File: config.mk
export PLATFORM = sky130hd
export DESIGN_NAME = rrs_sqrt
export DESIGN_NICKNAME = d
export VERILOG_FILES = /design/src/rtl/rrs_pkg.sv /design/src/rtl/rrs_sqrt.sv
export SDC_FILE = /design/constraint.sdc
export NUM_CORES = 2
export LEC_CHECK = 0
export BUFFER_PORTS_ARGS = -buffer_cell sky130_fd_sc_hd__buf_2
export CELL_PAD_IN_SITES_DETAIL_PLACEMENT = 1
export CELL_PAD_IN_SITES_GLOBAL_PLACEMENT = 2
export CORE_MARGIN = 3
export CORE_UTILIZATION = 47
export CTS_CLUSTER_DIAMETER = 200
export DETAILED_ROUTE_END_ITERATION = 12
export GPL_TIMING_DRIVEN = 0
export PLACE_DENSITY_LB_ADDON = 0.1
export SLEW_MARGIN = 5
export SYNTH_ARGS = -nofsm -noshare
export SYNTH_HDL_FRONTEND = slang
export SYNTH_SLANG_ARGS = --single-unit
File: constraint.sdc
create_clock -name aclk -period 6.79 [get_ports aclk]
set_clock_uncertainty 0.2 [all_clocks]
set_input_delay 1.358 -clock aclk [delete_from_list [all_inputs] [get_ports aclk]]
set_output_delay 1.358 -clock aclk [all_outputs]
set_load 0.005 [all_outputs]
File: src/rtl/rrs_pkg.sv
// Shared widths, latencies and word types for the refraction pipeline.
// No dependencies; imported by every rtl module of the block but rrs_delay.
package rrs_pkg;

    localparam int VEC_W     = 32;   // direction component width
    localparam int IDX_W     = 23;   // refractive index width, Q3.20
    localparam int WORD_W    = 64;   // internal scalar width
    localparam int MUL_LAT   = 5;    // register stages in rrs_mulq
    localparam int SQ_LAT    = 32;   // one root bit per stage, radicand < 2^63
    localparam int S_TDATA_W = 240;
    localparam int M_TDATA_W = 96;

    localparam logic [WORD_W-1:0] SAT_LIM = 64'd1 << 61;

    typedef logic signed [WORD_W-1:0] word_t;
    typedef logic        [WORD_W-1:0] uword_t;

endpackage

File: src/rtl/rrs_sqrt.sv
// Pipelined integer square root, floor(sqrt(x)) for x < 2^63.
// Uses rrs_pkg; digit-by-digit method, one result bit per stage.
module rrs_sqrt (
    input  logic                       aclk,
    input  logic                       en,
    input  rrs_pkg::uword_t            x,
    output logic [rrs_pkg::VEC_W-1:0]  root
);
    import rrs_pkg::*;

    uword_t x_reg [SQ_LAT];
    uword_t r_reg [SQ_LAT];

    function automatic logic [2*WORD_W-1:0] sq_step(
        input uword_t xv, input uword_t rv, input uword_t bv
    );
        uword_t trial;
        trial = rv + bv;
        if (xv >= trial) begin
            return {xv - trial, (rv >> 1) + bv};
        end
        return {xv, rv >> 1};
    endfunction

    always_ff @(posedge aclk) begin
        if (en) begin
            {x_reg[0], r_reg[0]} <= sq_step(x, '0, uword_t'(1) << 62);
            for (int k = 1; k < SQ_LAT; k++) begin
                {x_reg[k], r_reg[k]} <= sq_step(x_reg[k-1], r_reg[k-1],
                                                uword_t'(1) << (62 - 2*k));
            end
        end
    end

    assign root = r_reg[SQ_LAT-1][VEC_W-1:0];

endmodule

==> metrics.yaml <==
status:
  status: "finished clean"
grt:
  grt_max_degree: 179
  overflow: 0
  grt_first_pass_wirelength_um: 487000
  grtUsageTotal: 0.240
  first_global_vias: 79900
  antenna_found_initial: 19
synthesis:
  synth_async_sr_flop_share: 0
  ys_top_cells_by_area: "edfxtp_1 63%, ha_1 5.8%, xnor2_1 3.8%, xor2_1 2.7%, a21oi_1 2.7%"
  synth_top_cells_by_count: "2,512 x edfxtp_1, 689 x inv_1, 655 x nor2_1"
  synth_edf_count: 2512
  syn_nets: 10100
  synth_cell_type_count: 86
  yosysMostFrequentCell: "edfxtp_1"
  synth_seq_cells: 2512
  yosysWarningCount: 0
  synth_top_cell_area_share: 0.629
  yosys.area.top_type: "edfxtp_1"
  ys.flop_type: "edfxtp_1"
  syn-cell-area_um2: 120000
  syn_area_per_cell_um2: 12.7
  syn-instance-count: 9465
  yosysSeqAreaShare: 0.629
clock_tree:
  cts.hold.buffers_added: 0
  numCtsBuffers: 290
  clock_sinks: 2512
  post-cts-setup-buffer-count: 0
  clockRootBuffer: "clkbuf_16"
  cts_tree: "built"
  clk_latency_ps: 860
  htreeDepth: 5
  cts_max_path_buffers: 4
  post_cts_resized: 0
  clkTransAtPathRegs_ps: 60
setup_path:
  reg2reg_from: "x_reg[198]"
  cp-end-kind: "flip-flop"
  reg2regPathDepth: 11
  crit_fanout: 10
  crit_path_start_kind: "flip-flop"
  r2r_end: "x_reg[160]"
  required_ps: 7090
  crit_type: "reg2reg"
  rrSetupSlack_ps: 810
  arrival_ps: 6280
sta:
  drv_slew: 0
  max_freq_mhz: 167
  setup_tns_ps: 0
  setup_viol: 0
  worst-slew-pin-transition_ps: 1440
  slew_headroom: 0.0288
  hold_viol_final: 0
  fin_hold_ws_ps: 232
  finalCritPeriodShare: 0.880
  period_needed_ps: 5980
  rsz0062_at_grt: "false"
final_layout:
  fin_nets: 10500
  layout-drive-gt1-share: 0.0709
  areaGrowthSynthToFinish_pct: 11.9
  finalInstanceArea_um2: 134000
  fillers: 25300
  largest_reg_flops: 1984
  postLayoutCoreUtil: 0.531
  finalNonFillerCells: 13400
placed_design:
  io_buffers: 97
  placed_cell_area_um2: 125000
  dp_cells: 12900
  dp_hpwl_um: 242000
  place.gp.congestion: 0.881
detailed_routing:
  vias_per_cell: 5.71
  ant_nets: 0
  wl_um: 319000
  drcViolationCount: 0
  drt-initial-drc-count: 5855
  drt-pass1-iter-count: 8
  num_vias: 76800
  avgRoutedWirePerCell_um: 23.8
die:
  initial_utilization: 0.475
  std_cell_rows: 184
  dieWidth_um: 511
  ioPinCount: 98
  dieHeight_um: 511
  core-area_um2: 253000
  dieArea_um2: 261000
flow_run:
  maxCapViolCount: 0
power_and_ir_drop:
  vdd_drop_max_mv: 0.211
  p_per_area_nw_per_um2: 345
  static-leakage-power_nw: 50.4
hold_path:
  min_path_type: "reg2reg"
  min_to: "x_reg[1300]"
  whs_path_depth: 0
  hp-start: "x_reg[1364]"
## layout make-up
class / instances / area (um2) / share of cell area
sequential: 2512 / 75400 / 0.562
tap: 3348 / 4190 / 0.0312
clock buffer: 355 / 7690 / 0.0573
multi-input combinational: 6049 / 41000 / 0.306
inverter: 692 / 2600 / 0.0194
antenna: 5 / 12.5 / 0.0000932
buffer: 212 / 926 / 0.00690
timing repair buffer: 116 / 960 / 0.00715
clock inverter: 147 / 1400 / 0.0104
## critical path, stage by stage, from the launching register on
cell and delay, ps:
edfxtp_1 420, ha_1 390, nor2b_1 160, o21ai_0 230, a21oi_1 170, o31ai_1 530
nand2_1 310, a311o_1 530, nor3_1 1020, clkbuf_1 680, clkbuf_1 670, o21ai_0 300
## placed cells by master (no fill, tap or decap), drive strengths merged, types with 28 or more instances in the layout
cell and count:
nand4 151, nand2 555, buf 166, or2 32, mux2 104, a211oi 40
o21bai 56, and2 33, nor2 655, a21o 251, o31ai 28, xor2 368
clkbuf 517, o21a 91, nor2b 82, ha 558, or4 80, a21oi 638
o21ai 376, xnor2 520, edfxtp 2512, nand3 165, or3 100, o211ai 41
and3 43, nand2b 108, nor4b 46, clkinv 106, inv 705, nor3 229
a31oi 48, nor4 319
## through the flow
stage,setup WS (ps),power [mW]
detailed placement,414,31.3
global placement,-34800,32.3
global route,526,48.6
CTS,889,46.7
finish,814,46.2
floorplan,2850,27.8
## cell families (layout without fill, tap and decap cells)
group,after synthesis,after routing,share of synthesized area
multiplexers,113,113,0.0105
flip-flops,2512,2512,0.629
other,0,5,0
AO/OA/AOI/OAI,1765,1765,0.0909
adder cells (fa/ha/maj),558,558,0.0582
XOR/XNOR,888,888,0.0649
AND/OR/NAND/NOR,2725,2725,0.117
buffers and inverters,904,1522,0.0294
## power by group
| part | total (mW) | internal (mW) | switching, mW |
|---|---|---|---|
| combinational | 9.69 | 3.93 | 5.76 |
| clock | 15.1 | 8.90 | 6.24 |
| sequential | 21.4 | 19.7 | 1.67 |
## routing by layer
metal | track usage | routed length (um) | up-vias
met4 | 0.0488 | 5980 | 0
met2 | 0.397 | 153000 | 1299
met5 | 0 | 0 | -
li1 | - | - | 36200
met3 | 0.0305 | 12900 | 370
met1 | 0.341 | 148000 | 38900
## how the worst max path moves through the flow
stage                    start         end  slack, ps  depth (start not counted)
finish              x_reg[198]  x_reg[160]        810                         11
global route        r_reg[198]  x_reg[160]        530                         12
CTS                 r_reg[198]  x_reg[160]        890                         12
detailed placement          en  x_reg[122]        410                          7
global placement            en  x_reg[109]     -34800                          1
floorplan           x_reg[434]  x_reg[380]       2850                         11
No activity file was read; power rests on OpenSTA's default activity.
