## config.mk

```make
export PLATFORM = sky130hd
export DESIGN_NAME = rrs_delay
export DESIGN_NICKNAME = d
export VERILOG_FILES = /design/src/rtl/rrs_delay.sv
export SDC_FILE = /design/constraint.sdc
export NUM_CORES = 1
export LEC_CHECK = 0
export BUFFER_PORTS_ARGS = -buffer_cell sky130_fd_sc_hd__buf_2
export CAP_MARGIN = 15
export CORE_ASPECT_RATIO = 1.1
export CORE_UTILIZATION = 40
export DETAILED_ROUTE_END_ITERATION = 6
export PLACE_DENSITY = 0.73
export SLEW_MARGIN = 20
export SYNTH_ARGS = -nofsm -noshare
export SYNTH_HDL_FRONTEND = slang
export SYNTH_SLANG_ARGS = --single-unit
```

## constraint.sdc

```tcl
create_clock -name aclk -period 0.8 [get_ports aclk]
set_input_delay 0.08 -clock aclk [delete_from_list [all_inputs] [get_ports aclk]]
set_output_delay 0.08 -clock aclk [all_outputs]
set_load 0.02 [all_outputs]
```

## src/rtl/rrs_delay.sv

```systemverilog
// Enabled shift line that delays a payload word by a fixed number of stages.
// Depends on nothing; stalls with the pipeline enable.
module rrs_delay #(
    parameter int W = 64,
    parameter int D = 1
) (
    input  logic         aclk,
    input  logic         en,
    input  logic [W-1:0] d,
    output logic [W-1:0] q
);

    logic [W-1:0] sr_reg [D];

    always_ff @(posedge aclk) begin
        if (en) begin
            sr_reg[0] <= d;
            for (int k = 1; k < D; k++) begin
                sr_reg[k] <= sr_reg[k-1];
            end
        end
    end

    assign q = sr_reg[D-1];

endmodule

```

==> run summary, run 1 <==
Status = finished with violations
Violated checks = setup timing
Worst path required time = 720 ps
Syn avg cell area = 30.03 sq um
Kind of capture point of the worst setup path = primary output
Vias in the first global route = 1365
Switching portion of total power = 0.2371
Maximum clock rate = 1032 MHz
Placed insts = 251
Class of the tightest hold or removal check = in2reg
Number of antenna-violating nets in the routed design = 0
Filler cells = 255
Type of the worst setup path = reg2out
Fraction of layout instances using a drive strength above 1 = 0.5200
Design internal power = 5.746 mW
Average vias per placed instance = 4.281
Unique cell type count in the Yosys netlist = 1
CTS tree = done
Total global routing track utilization = 0.1792
Max-Cap Viols = 0
Die span in y = 74.70 um
Number of non-filler instances in the completed layout = 331
Highest net fanout along the worst path = 1
Largest register FFs = 64
Largest net degree at the start of global routing = 37
Vias post-DR = 1417
Detailed Routing Iterations Pass 1 = 4
Number of logic stages on the critical path including buffering = 1
Number of pins with negative max-slew slack in the final report = 0
Register area share after synthesis = 1.000
Hold Path Stages = 2
Total wire length = 4870 um
Number of buffers inserted by port buffering = 129
Post-Syn Area = 1922 sq um
Aggregate global routing overflow = 0
Max stage delay on crit path = 420 ps
Starting Density = 0.4160
Sequential Power Share = 0.543
Global-route wire length before repair = 6030 um
Min setup slack post-route = -168.9 ps
Top Family by Delay on Critical Path = flip-flops
Antenna violations before repair = 0
Clk root buf = sky130_fd_sc_hd__clkbuf_8
Clock slew at the register clock pins of the worst setup and hold paths = 60 ps
Unrepaired setup endpoints after global routing = true
Count of synthesis-stage warnings from yosys = 0
Cell Pwr Density = 2023 nW/um^2
Total clock buffers created by CTS = 9
Routability-driven placement congestion ratio = 0.6616
Worst path slowest cell = sky130_fd_sc_hd__edfxtp_1
Clock H-tree levels = 3
Total setup violations reported at the end of the flow = 64
Worst IR drop on VDD = 1389 uV
Final worst path period need = 968.9 ps
Site row count = 26
Number of nets in the layout = 336
Antenna diode instance count = 0
Post-Synthesis Net Count = 130
Clock power frac = 0.289
First DRT Iteration DRCs = 101
Place WS = 28.98 ps
Power spent charging and discharging nets = 1.786 mW
Part of the power in combinational logic = 0.168
Post-synthesis cell count = 64
Transition at the pin with the smallest max-transition slack = 195.4 ps
Post-detailed-route wirelength per cell = 14.71 um
Cell-by-cell trace of the critical path = buf_6
Final count of hold timing violations = 0
Multi-input gate area = 0 sq um
Die Area = 5086 sq um
CTS sink cnt = 64
Std-Cell Core Area = 4619 sq um
DR DRC count = 0
FF+latch count, synth = 64
Die width = 68.09 um
Pwr Total = 7.532 mW
Leakage = 1.587 nW
Number of I/O pins = 130
Synth-to-layout area growth = 93.68%
Worst relative slew slack = 0.8697
Final period utilization = 1.211
Kind of start point of the critical path = flip-flop
Arrival time of data at the critical path endpoint = 890 ps
CP bufs+invs = 1
Clock Tree Buf Depth = 2
Multi-input gates = 0
## metrics by stage
| stage | cell area [sq um] | TNS (ps) | hold slack (ps) | utilization |
|---|---|---|---|---|
| after detailed placement | 2678 | 0 | 258.1 | 0.5796 |
| after global placement | 2678 | 0 | 255.9 | 0.5796 |
| after CTS | 3510 | -8835 | 231.1 | 0.7598 |
| final | 3722 | -7915 | 242.1 | 0.8058 |
| after global routing | 3722 | -10130 | 240.9 | 0.8058 |
| after floorplan | 1922 | 0 | 178.9 | - |
## power groups by stage
stage,registers [mW],logic [mW],clock network (mW)
global route,4.11,1.34,2.35
finish,4.09,1.27,2.18
detailed placement,4.11,0.829,0
CTS,4.05,1.10,2.23
global placement,4.10,0.813,0
floorplan,4.48,0,0
## synthesized netlist by cell type (all sizes together)
cell    number  area [sq um]
edfxtp      64          1922
## cells by family after synthesis
kind of cell	share of synthesized area
DFF	1.000
## worst paths after layout
path                   endpoint  slack [ps]          start
hold / removal    sr_reg[0][24]         240             en
setup / recovery          q[61]        -170  sr_reg[0][61]
## metal layers
metal | share of wire | routed length (um) | GRT usage
met5 | 0 | 0 | 0
met4 | 0.024 | 119 | 0.1412
met3 | 0.095 | 465 | 0.06364
met2 | 0.54 | 2635 | 0.2952
met1 | 0.34 | 1651 | 0.1826
## what timing repair did
| item | CTS | global route |
|---|---|---|
| pin swaps | 0 | 0 |
| resized for setup | 12 | 68 |
| hold buffers | 64 | 0 |
| hold endpoints to repair | 64 | 0 |
| endpoints found under the setup margin | 64 | 64 |
| buffers inserted | 0 | 0 |
## layout make-up
| class | count | area, sq um | share of cell area |
|---|---|---|---|
| Tap cell | 56 | 70.07 | 0.01882 |
| Clock buffer | 10 | 127.6 | 0.03429 |
| Clock inverter | 6 | 26.28 | 0.007059 |
| Timing Repair Buffer | 195 | 1577 | 0.4235 |
| Sequential cell | 64 | 1922 | 0.5163 |
## placed cells by master (no fill, tap or decap), drive strengths merged
cell type	instances
dlygate4sd3	64
edfxtp	64
clkinv	6
clkbuf	10
buf	131
Power figures use the tool's default switching activity.
==> run 2, diff against run 1 <==
--- a/config.mk
+++ b/config.mk
@@ -5,10 +5,11 @@
 export SDC_FILE = /design/constraint.sdc
 export NUM_CORES = 1
 export LEC_CHECK = 0
-export BUFFER_PORTS_ARGS = -buffer_cell sky130_fd_sc_hd__buf_2
+export BUFFER_PORTS_ARGS = -buffer_cell sky130_fd_sc_hd__buf_4
 export CAP_MARGIN = 15
 export CORE_ASPECT_RATIO = 1.1
 export CORE_UTILIZATION = 40
+export CTS_CLUSTER_SIZE = 24
 export DETAILED_ROUTE_END_ITERATION = 6
 export PLACE_DENSITY = 0.73
 export SLEW_MARGIN = 20
==> run 2 against run 1 <==
Compared with the run above: the run still ends with setup timing left; non-clock buffer count did not move; maximum frequency fell by 1.1%; via count rose by 2.0%; first-iteration DRC count fell by 34%; largest power group unchanged.
==> run summary, run 2 (synthesized netlist as in run 1, its figures left out) <==
Status = finished with violations
Violated checks = setup timing
DR DRC count = 0 (unchanged)
Largest net degree at the start of global routing = 33 (-11%)
Routability-driven placement congestion ratio = 0.6596 (-0.30%)
Post-detailed-route wirelength per cell = 16.36 um (+11%)
Clock Tree Buf Depth = 2 (unchanged)
Highest net fanout along the worst path = 1 (unchanged)
Antenna violations before repair = 0 (unchanged)
Total setup violations reported at the end of the flow = 64 (unchanged)
Terminating pin of the worst hold path = sr_reg[0][62]
First DRT Iteration DRCs = 67 (-34%)
Max-Cap Viols = 0 (unchanged)
Worst path required time = 720 ps (about the same)
CP bufs+invs = 1 (unchanged)
Aggregate global routing overflow = 0 (unchanged)
Number of buffers inserted by port buffering = 129 (unchanged)
Vias in the first global route = 1568 (+15%)
Post-detailed-placement cell area = 3000 sq um (+12%)
Worst Hold Launch = en
Number of nets in the layout = 336 (unchanged)
Most common library cell in the layout ignoring fill and taps = sky130_fd_sc_hd__buf_4
Arrival time of data at the critical path endpoint = 900 ps (about the same)
Post-route cell area = 4060 sq um (+9.1%)
Transition at the pin with the smallest max-transition slack = 174.5 ps (-20.87 ps)
Register cell area after layout = 1922 sq um (unchanged)
Unrepaired setup endpoints after global routing = true
Min setup slack post-route = -180.0 ps (-11.07 ps)
Average vias per placed instance = 4.366 (+2.0%)
Fraction of layout instances using a drive strength above 1 = 0.5200 (unchanged)
Kind of start point of the critical path = flip-flop
Worst relative slew slack = 0.8836 (+0.01391)
Hold Path Stages = 2 (unchanged)
Maximum clock rate = 1020 MHz (-1.1%)
Cell Pwr Density = 2013 nW/um^2 (-0.51%)
Cell-by-cell trace of the critical path = buf_6
Largest register FFs = 64 (unchanged)
Site row count = 26 (unchanged)
Pwr Total = 8.174 mW (+8.5%)
Leakage = 1.704 nW (+7.4%)
Worst IR drop on VDD = 1528 uV (+10%)
Type of the worst setup path = reg2out
Final period utilization = 1.225 (+0.01383)
Multi-input gates = 0 (unchanged)
Buffers inserted by post-CTS timing repair = 0 (unchanged)
Final count of hold timing violations = 0 (unchanged)
Detailed Routing Iterations Pass 1 = 4 (unchanged)
Die Area = 5086 sq um (unchanged)
Synth-to-layout area growth = 111.3%
Global-route wire length before repair = 7569 um (+26%)
Std-Cell Core Area = 4619 sq um (unchanged)
Worst path slowest cell = sky130_fd_sc_hd__edfxtp_1
Total global routing track utilization = 0.2273 (+0.04815)
Antenna diode instance count = 0 (unchanged)
Final core utilization = 0.8789 (+0.07313)
CTS sink cnt = 64 (unchanged)
Max stage delay on crit path = 410 ps (about the same)
Top Family by Delay on Critical Path = flip-flops
Total clock buffers created by CTS = 9 (unchanged)
Final setup TNS = -9279 ps (-1364 ps)
Clock slew at the register clock pins of the worst setup and hold paths = 70 ps (about the same)
Final worst path period need = 980.0 ps (+11.07 ps)
Number of I/O pins = 130 (unchanged)
Placed insts = 251 (unchanged)
Starting Density = 0.4160 (unchanged)
Die span in y = 74.70 um (unchanged)
Clock H-tree levels = 3 (unchanged)
Clk root buf = sky130_fd_sc_hd__clkbuf_8
Number of antenna-violating nets in the routed design = 0 (unchanged)
Commonest non-fill, non-tap cells in the layout = sky130_fd_sc_hd__buf_4 (65), sky130_fd_sc_hd__dlygate4sd3_1 (64), sky130_fd_sc_hd__buf_6 (64), sky130_fd_sc_hd__edfxtp_1 (64), sky130_fd_sc_hd__clkbuf_8 (9)
Total wire length = 5415 um (+11%)
Die width = 68.09 um (unchanged)
Number of non-filler instances in the completed layout = 331 (unchanged)
Kind of capture point of the worst setup path = primary output
Vias post-DR = 1445 (+2.0%)
Number of pins with negative max-slew slack in the final report = 0 (unchanged)
Multi-input gate area = 0 sq um (unchanged)
Filler cells = 201 (-21%)
Class of the tightest hold or removal check = in2reg
CTS tree = done
==> run 2: changes by cell type in the layout (fill, tap and decap cells not counted) <==
cell	change
sky130_fd_sc_hd__buf_4	+65
sky130_fd_sc_hd__buf_6	+24
sky130_fd_sc_hd__bufinv_16	+1
sky130_fd_sc_hd__clkinv_2	-1
sky130_fd_sc_hd__buf_2	-89
sky130_fd_sc_hd__clkbuf_1	+1
sky130_fd_sc_hd__clkinv_1	-1
==> run 2: routing by layer <==
| layer | GRT usage | wire [um] | vias up |
|---|---|---|---|
| met5 | 0 | 0 | - |
| li1 | - | - | 671 |
| met3 | 0.09697 | 572 | 14 |
| met2 | 0.3932 | 2955 | 95 |
| met1 | 0.2218 | 1750 | 665 |
| met4 | 0.1366 | 137 | 0 |
==> run 2: where the power goes <==
group	internal (mW)	switching, mW	total [mW]	leakage [nW]
registers	3.99	0.130	4.12	0.626
logic	0.877	0.605	1.48	0.986
clock network	1.41	1.16	2.57	0.0922
total	6.28	1.89	8.17	1.70
==> run 2: per-stage QoR <==
stage | hold slack (ps) | setup slack, ps
floorplan | 178.9 | 270.5
global placement | 258.0 | 95.66
detailed placement | 259.2 | 82.82
CTS | 210.4 | -184.3
global route | 224.8 | -202.3
finish | 212.9 | -180.0
==> run 2: final cells by class <==
class                 instances  area share
clock buffer                 11     0.03236
clock inverter                5     0.01171
sequential                   64      0.4733
tap                          56     0.01726
timing repair buffer        195      0.4653
==> run 2: repair_timing <==
item | CTS | global route
pin swaps | 0 | 0
endpoints found under the hold margin | 64 | 0
hold buffers | 64 | 0
resized for setup | 58 | 6
endpoints found under the setup margin | 64 | 64
==> run 2: worst max path at each step <==
stage / start / slack (ps) / endpoint / cells past startpoint
2_1_floorplan: sr_reg[0][0] / 270 / q[0] / 0
3_3_place_gp: en / 100 / sr_reg[0][47] / 2
3_5_place_dp: en / 80 / sr_reg[0][36] / 2
4_1_cts: sr_reg[0][8] / -180 / q[8] / 1
5_1_grt: sr_reg[0][30] / -200 / q[30] / 1
6_report: sr_reg[0][30] / -180 / q[30] / 1
==> run 3, diff against run 2 <==
--- a/config.mk
+++ b/config.mk
@@ -7,11 +7,13 @@
 export LEC_CHECK = 0
 export BUFFER_PORTS_ARGS = -buffer_cell sky130_fd_sc_hd__buf_4
 export CAP_MARGIN = 15
+export CELL_PAD_IN_SITES_DETAIL_PLACEMENT = 1
+export CELL_PAD_IN_SITES_GLOBAL_PLACEMENT = 1
 export CORE_ASPECT_RATIO = 1.1
-export CORE_UTILIZATION = 40
+export CORE_UTILIZATION = 32
 export CTS_CLUSTER_SIZE = 24
 export DETAILED_ROUTE_END_ITERATION = 6
-export PLACE_DENSITY = 0.73
+export PLACE_DENSITY = 0.74
 export SLEW_MARGIN = 20
 export SYNTH_ARGS = -nofsm -noshare
 export SYNTH_HDL_FRONTEND = slang
==> run 3 against run 2 <==
Compared with the run above: the run still ends with setup timing left; core utilization fell by 17 points; final cell count rose by 6.3%; clock power about the same; critical path depth is the same; power rose by 0.11%; sequential cell count unchanged; worst setup slack worse by 20 ps; non-clock buffer count unchanged; first-iteration DRC count is 48% lower; routed wire length rose by 17%; clock-buffer cell count unchanged; hold slack worse by 4.9 ps.
==> run summary, run 3 (synthesized netlist as in run 1, its figures left out) <==
Status = finished with violations
Violated checks = setup timing
Largest net degree at the start of global routing = 37 (+12%)
Die span in y = 83.28 um (+11%)
Highest net fanout along the worst path = 1 (unchanged)
Clk root buf = sky130_fd_sc_hd__clkbuf_8
Final count of hold timing violations = 0 (unchanged)
Total setup violations reported at the end of the flow = 64 (unchanged)
Clock Tree Buf Depth = 2 (unchanged)
Total clock buffers created by CTS = 9 (unchanged)
CP bufs+invs = 1 (unchanged)
Aggregate global routing overflow = 0 (unchanged)
Vias in the first global route = 1720 (+9.7%)
Final period utilization = 1.250 (+0.02495)
Largest register FFs = 64 (unchanged)
Clock slew at the register clock pins of the worst setup and hold paths = 60 ps (about the same)
Commonest non-fill, non-tap cells in the layout = sky130_fd_sc_hd__buf_4 (65), sky130_fd_sc_hd__dlygate4sd3_1 (64), sky130_fd_sc_hd__buf_6 (64), sky130_fd_sc_hd__edfxtp_1 (64), sky130_fd_sc_hd__clkbuf_8 (9)
Number of pins with negative max-slew slack in the final report = 0 (unchanged)
Min setup slack post-route = -199.9 ps (-19.96 ps)
Number of buffers inserted by port buffering = 129 (unchanged)
CTS sink cnt = 64 (unchanged)
Global-route wire length before repair = 9018 um (+19%)
Clock H-tree levels = 3 (unchanged)
Kind of start point of the critical path = flip-flop
Terminating pin of the worst hold path = sr_reg[0][57]
Number of logic stages on the critical path including buffering = 1 (unchanged)
Cell-by-cell trace of the critical path = buf_6
Unrepaired setup endpoints after global routing = true
Worst relative slew slack = 0.8705 (-0.01318)
Std-Cell Core Area = 5769 sq um (+25%)
Detailed Routing Iterations Pass 1 = 5 (+1)
Placed insts = 272 (+8.4%)
Worst path slowest cell = sky130_fd_sc_hd__edfxtp_1
Place WS = 54.47 ps (-28.36 ps)
Buffers inserted by post-CTS timing repair = 0 (unchanged)
Worst path required time = 720 ps (about the same)
Worst Hold Launch = en
Maximum clock rate = 1000 MHz (-2.0%)
Final setup TNS = -9106 ps (+173.5 ps)
Vias post-DR = 1459 (+0.97%)
Cell Pwr Density = 2002 nW/um^2 (-0.53%)
Filler cells = 485 (+140%)
Number of I/O pins = 130 (unchanged)
Number of nets in the layout = 336 (unchanged)
Arrival time of data at the critical path endpoint = 920 ps (+20 ps)
Fraction of layout instances using a drive strength above 1 = 0.5200 (unchanged)
Most common library cell in the layout ignoring fill and taps = sky130_fd_sc_hd__buf_4
Multi-input gate area = 0 sq um (unchanged)
CTS tree = done
Number of antenna-violating nets in the routed design = 0 (unchanged)
Max stage delay on crit path = 430 ps (+20 ps)
Pwr Total = 8.183 mW (+0.11%)
First DRT Iteration DRCs = 35 (-48%)
DR DRC count = 0 (unchanged)
Class of the tightest hold or removal check = in2reg
Synth-to-layout area growth = 112.6%
Multi-input gates = 0 (unchanged)
Average vias per placed instance = 4.145 (-5.1%)
Post-route worst hold slack = 208.0 ps (-4.902 ps)
Die width = 75.89 um (+11%)
Site row count = 29 (+12%)
Total wire length = 6345 um (+17%)
Die Area = 6320 sq um (+24%)
Type of the worst setup path = reg2out
Transition at the pin with the smallest max-transition slack = 194.3 ps (+19.77 ps)
Antenna diode instance count = 0 (unchanged)
Final worst path period need = 999.9 ps (+19.96 ps)
Top Family by Delay on Critical Path = flip-flops
Total global routing track utilization = 0.2113 (-0.01601)
Starting Density = 0.3331 (-0.08292)
Max-Cap Viols = 0 (unchanged)
Number of non-filler instances in the completed layout = 352 (+6.3%)
Routability-driven placement congestion ratio = 0.6484 (-1.7%)
Post-detailed-route wirelength per cell = 18.03 um (+10%)
Leakage = 1.704 nW (unchanged)
Hold Path Stages = 2 (unchanged)
Kind of capture point of the worst setup path = primary output
Worst IR drop on VDD = 1250 uV (-18%)
Antenna violations before repair = 0 (unchanged)
-- run 3: cell counts in the layout (fill, tap and decap cells not counted) --
Identical to the previous run, type by type.
-- run 3: what timing repair did --
item | CTS | global route
endpoints found under the hold margin | 64 | 0
hold buffers | 64 | 0
setup endpoints to repair | 64 | 64
gates resized for setup | 63 | 1
-- run 3: how the worst max path moves through the flow --
stage | slack [ps] | to | start
finish | -200 | q[11] | sr_reg[0][11]
global route | -220 | q[11] | sr_reg[0][11]
CTS | -200 | q[34] | sr_reg[0][34]
detailed placement | 50 | sr_reg[0][42] | en
global placement | 70 | sr_reg[0][32] | en
floorplan | 270 | q[0] | sr_reg[0][0]
-- run 3: per-layer routing --
metal	wire length, um	part of all wire	track usage	vias to the layer above
met1	2274	0.36	0.2204	680
met4	109	0.017	0.06902	0
met3	603	0.095	0.08374	8
met2	3358	0.53	0.3733	98
li1	-	-	-	673
met5	0	0	0	-
-- run 3: through the flow --
stage               instance area (sq um)    util
detailed placement                   3027  0.5246
floorplan                            1922       -
finish                               4086  0.7083
global route                         4086  0.7083
CTS                                  4083  0.7077
global placement                     3027  0.5246
-- run 3: report_power, final --
group | switching [mW] | internal [mW]
Combinational | 0.620 | 0.877
Clock | 1.14 | 1.41
Sequential | 0.138 | 3.99
-- run 3: final cells by class --
type,count,area (sq um),share of cell area
Sequential cell,64,1922,0.4703
Tap cell,77,96.34,0.02358
Clock buffer,11,131.4,0.03215
Timing Repair Buffer,195,1889,0.4623
Clock inverter,5,47.55,0.01164
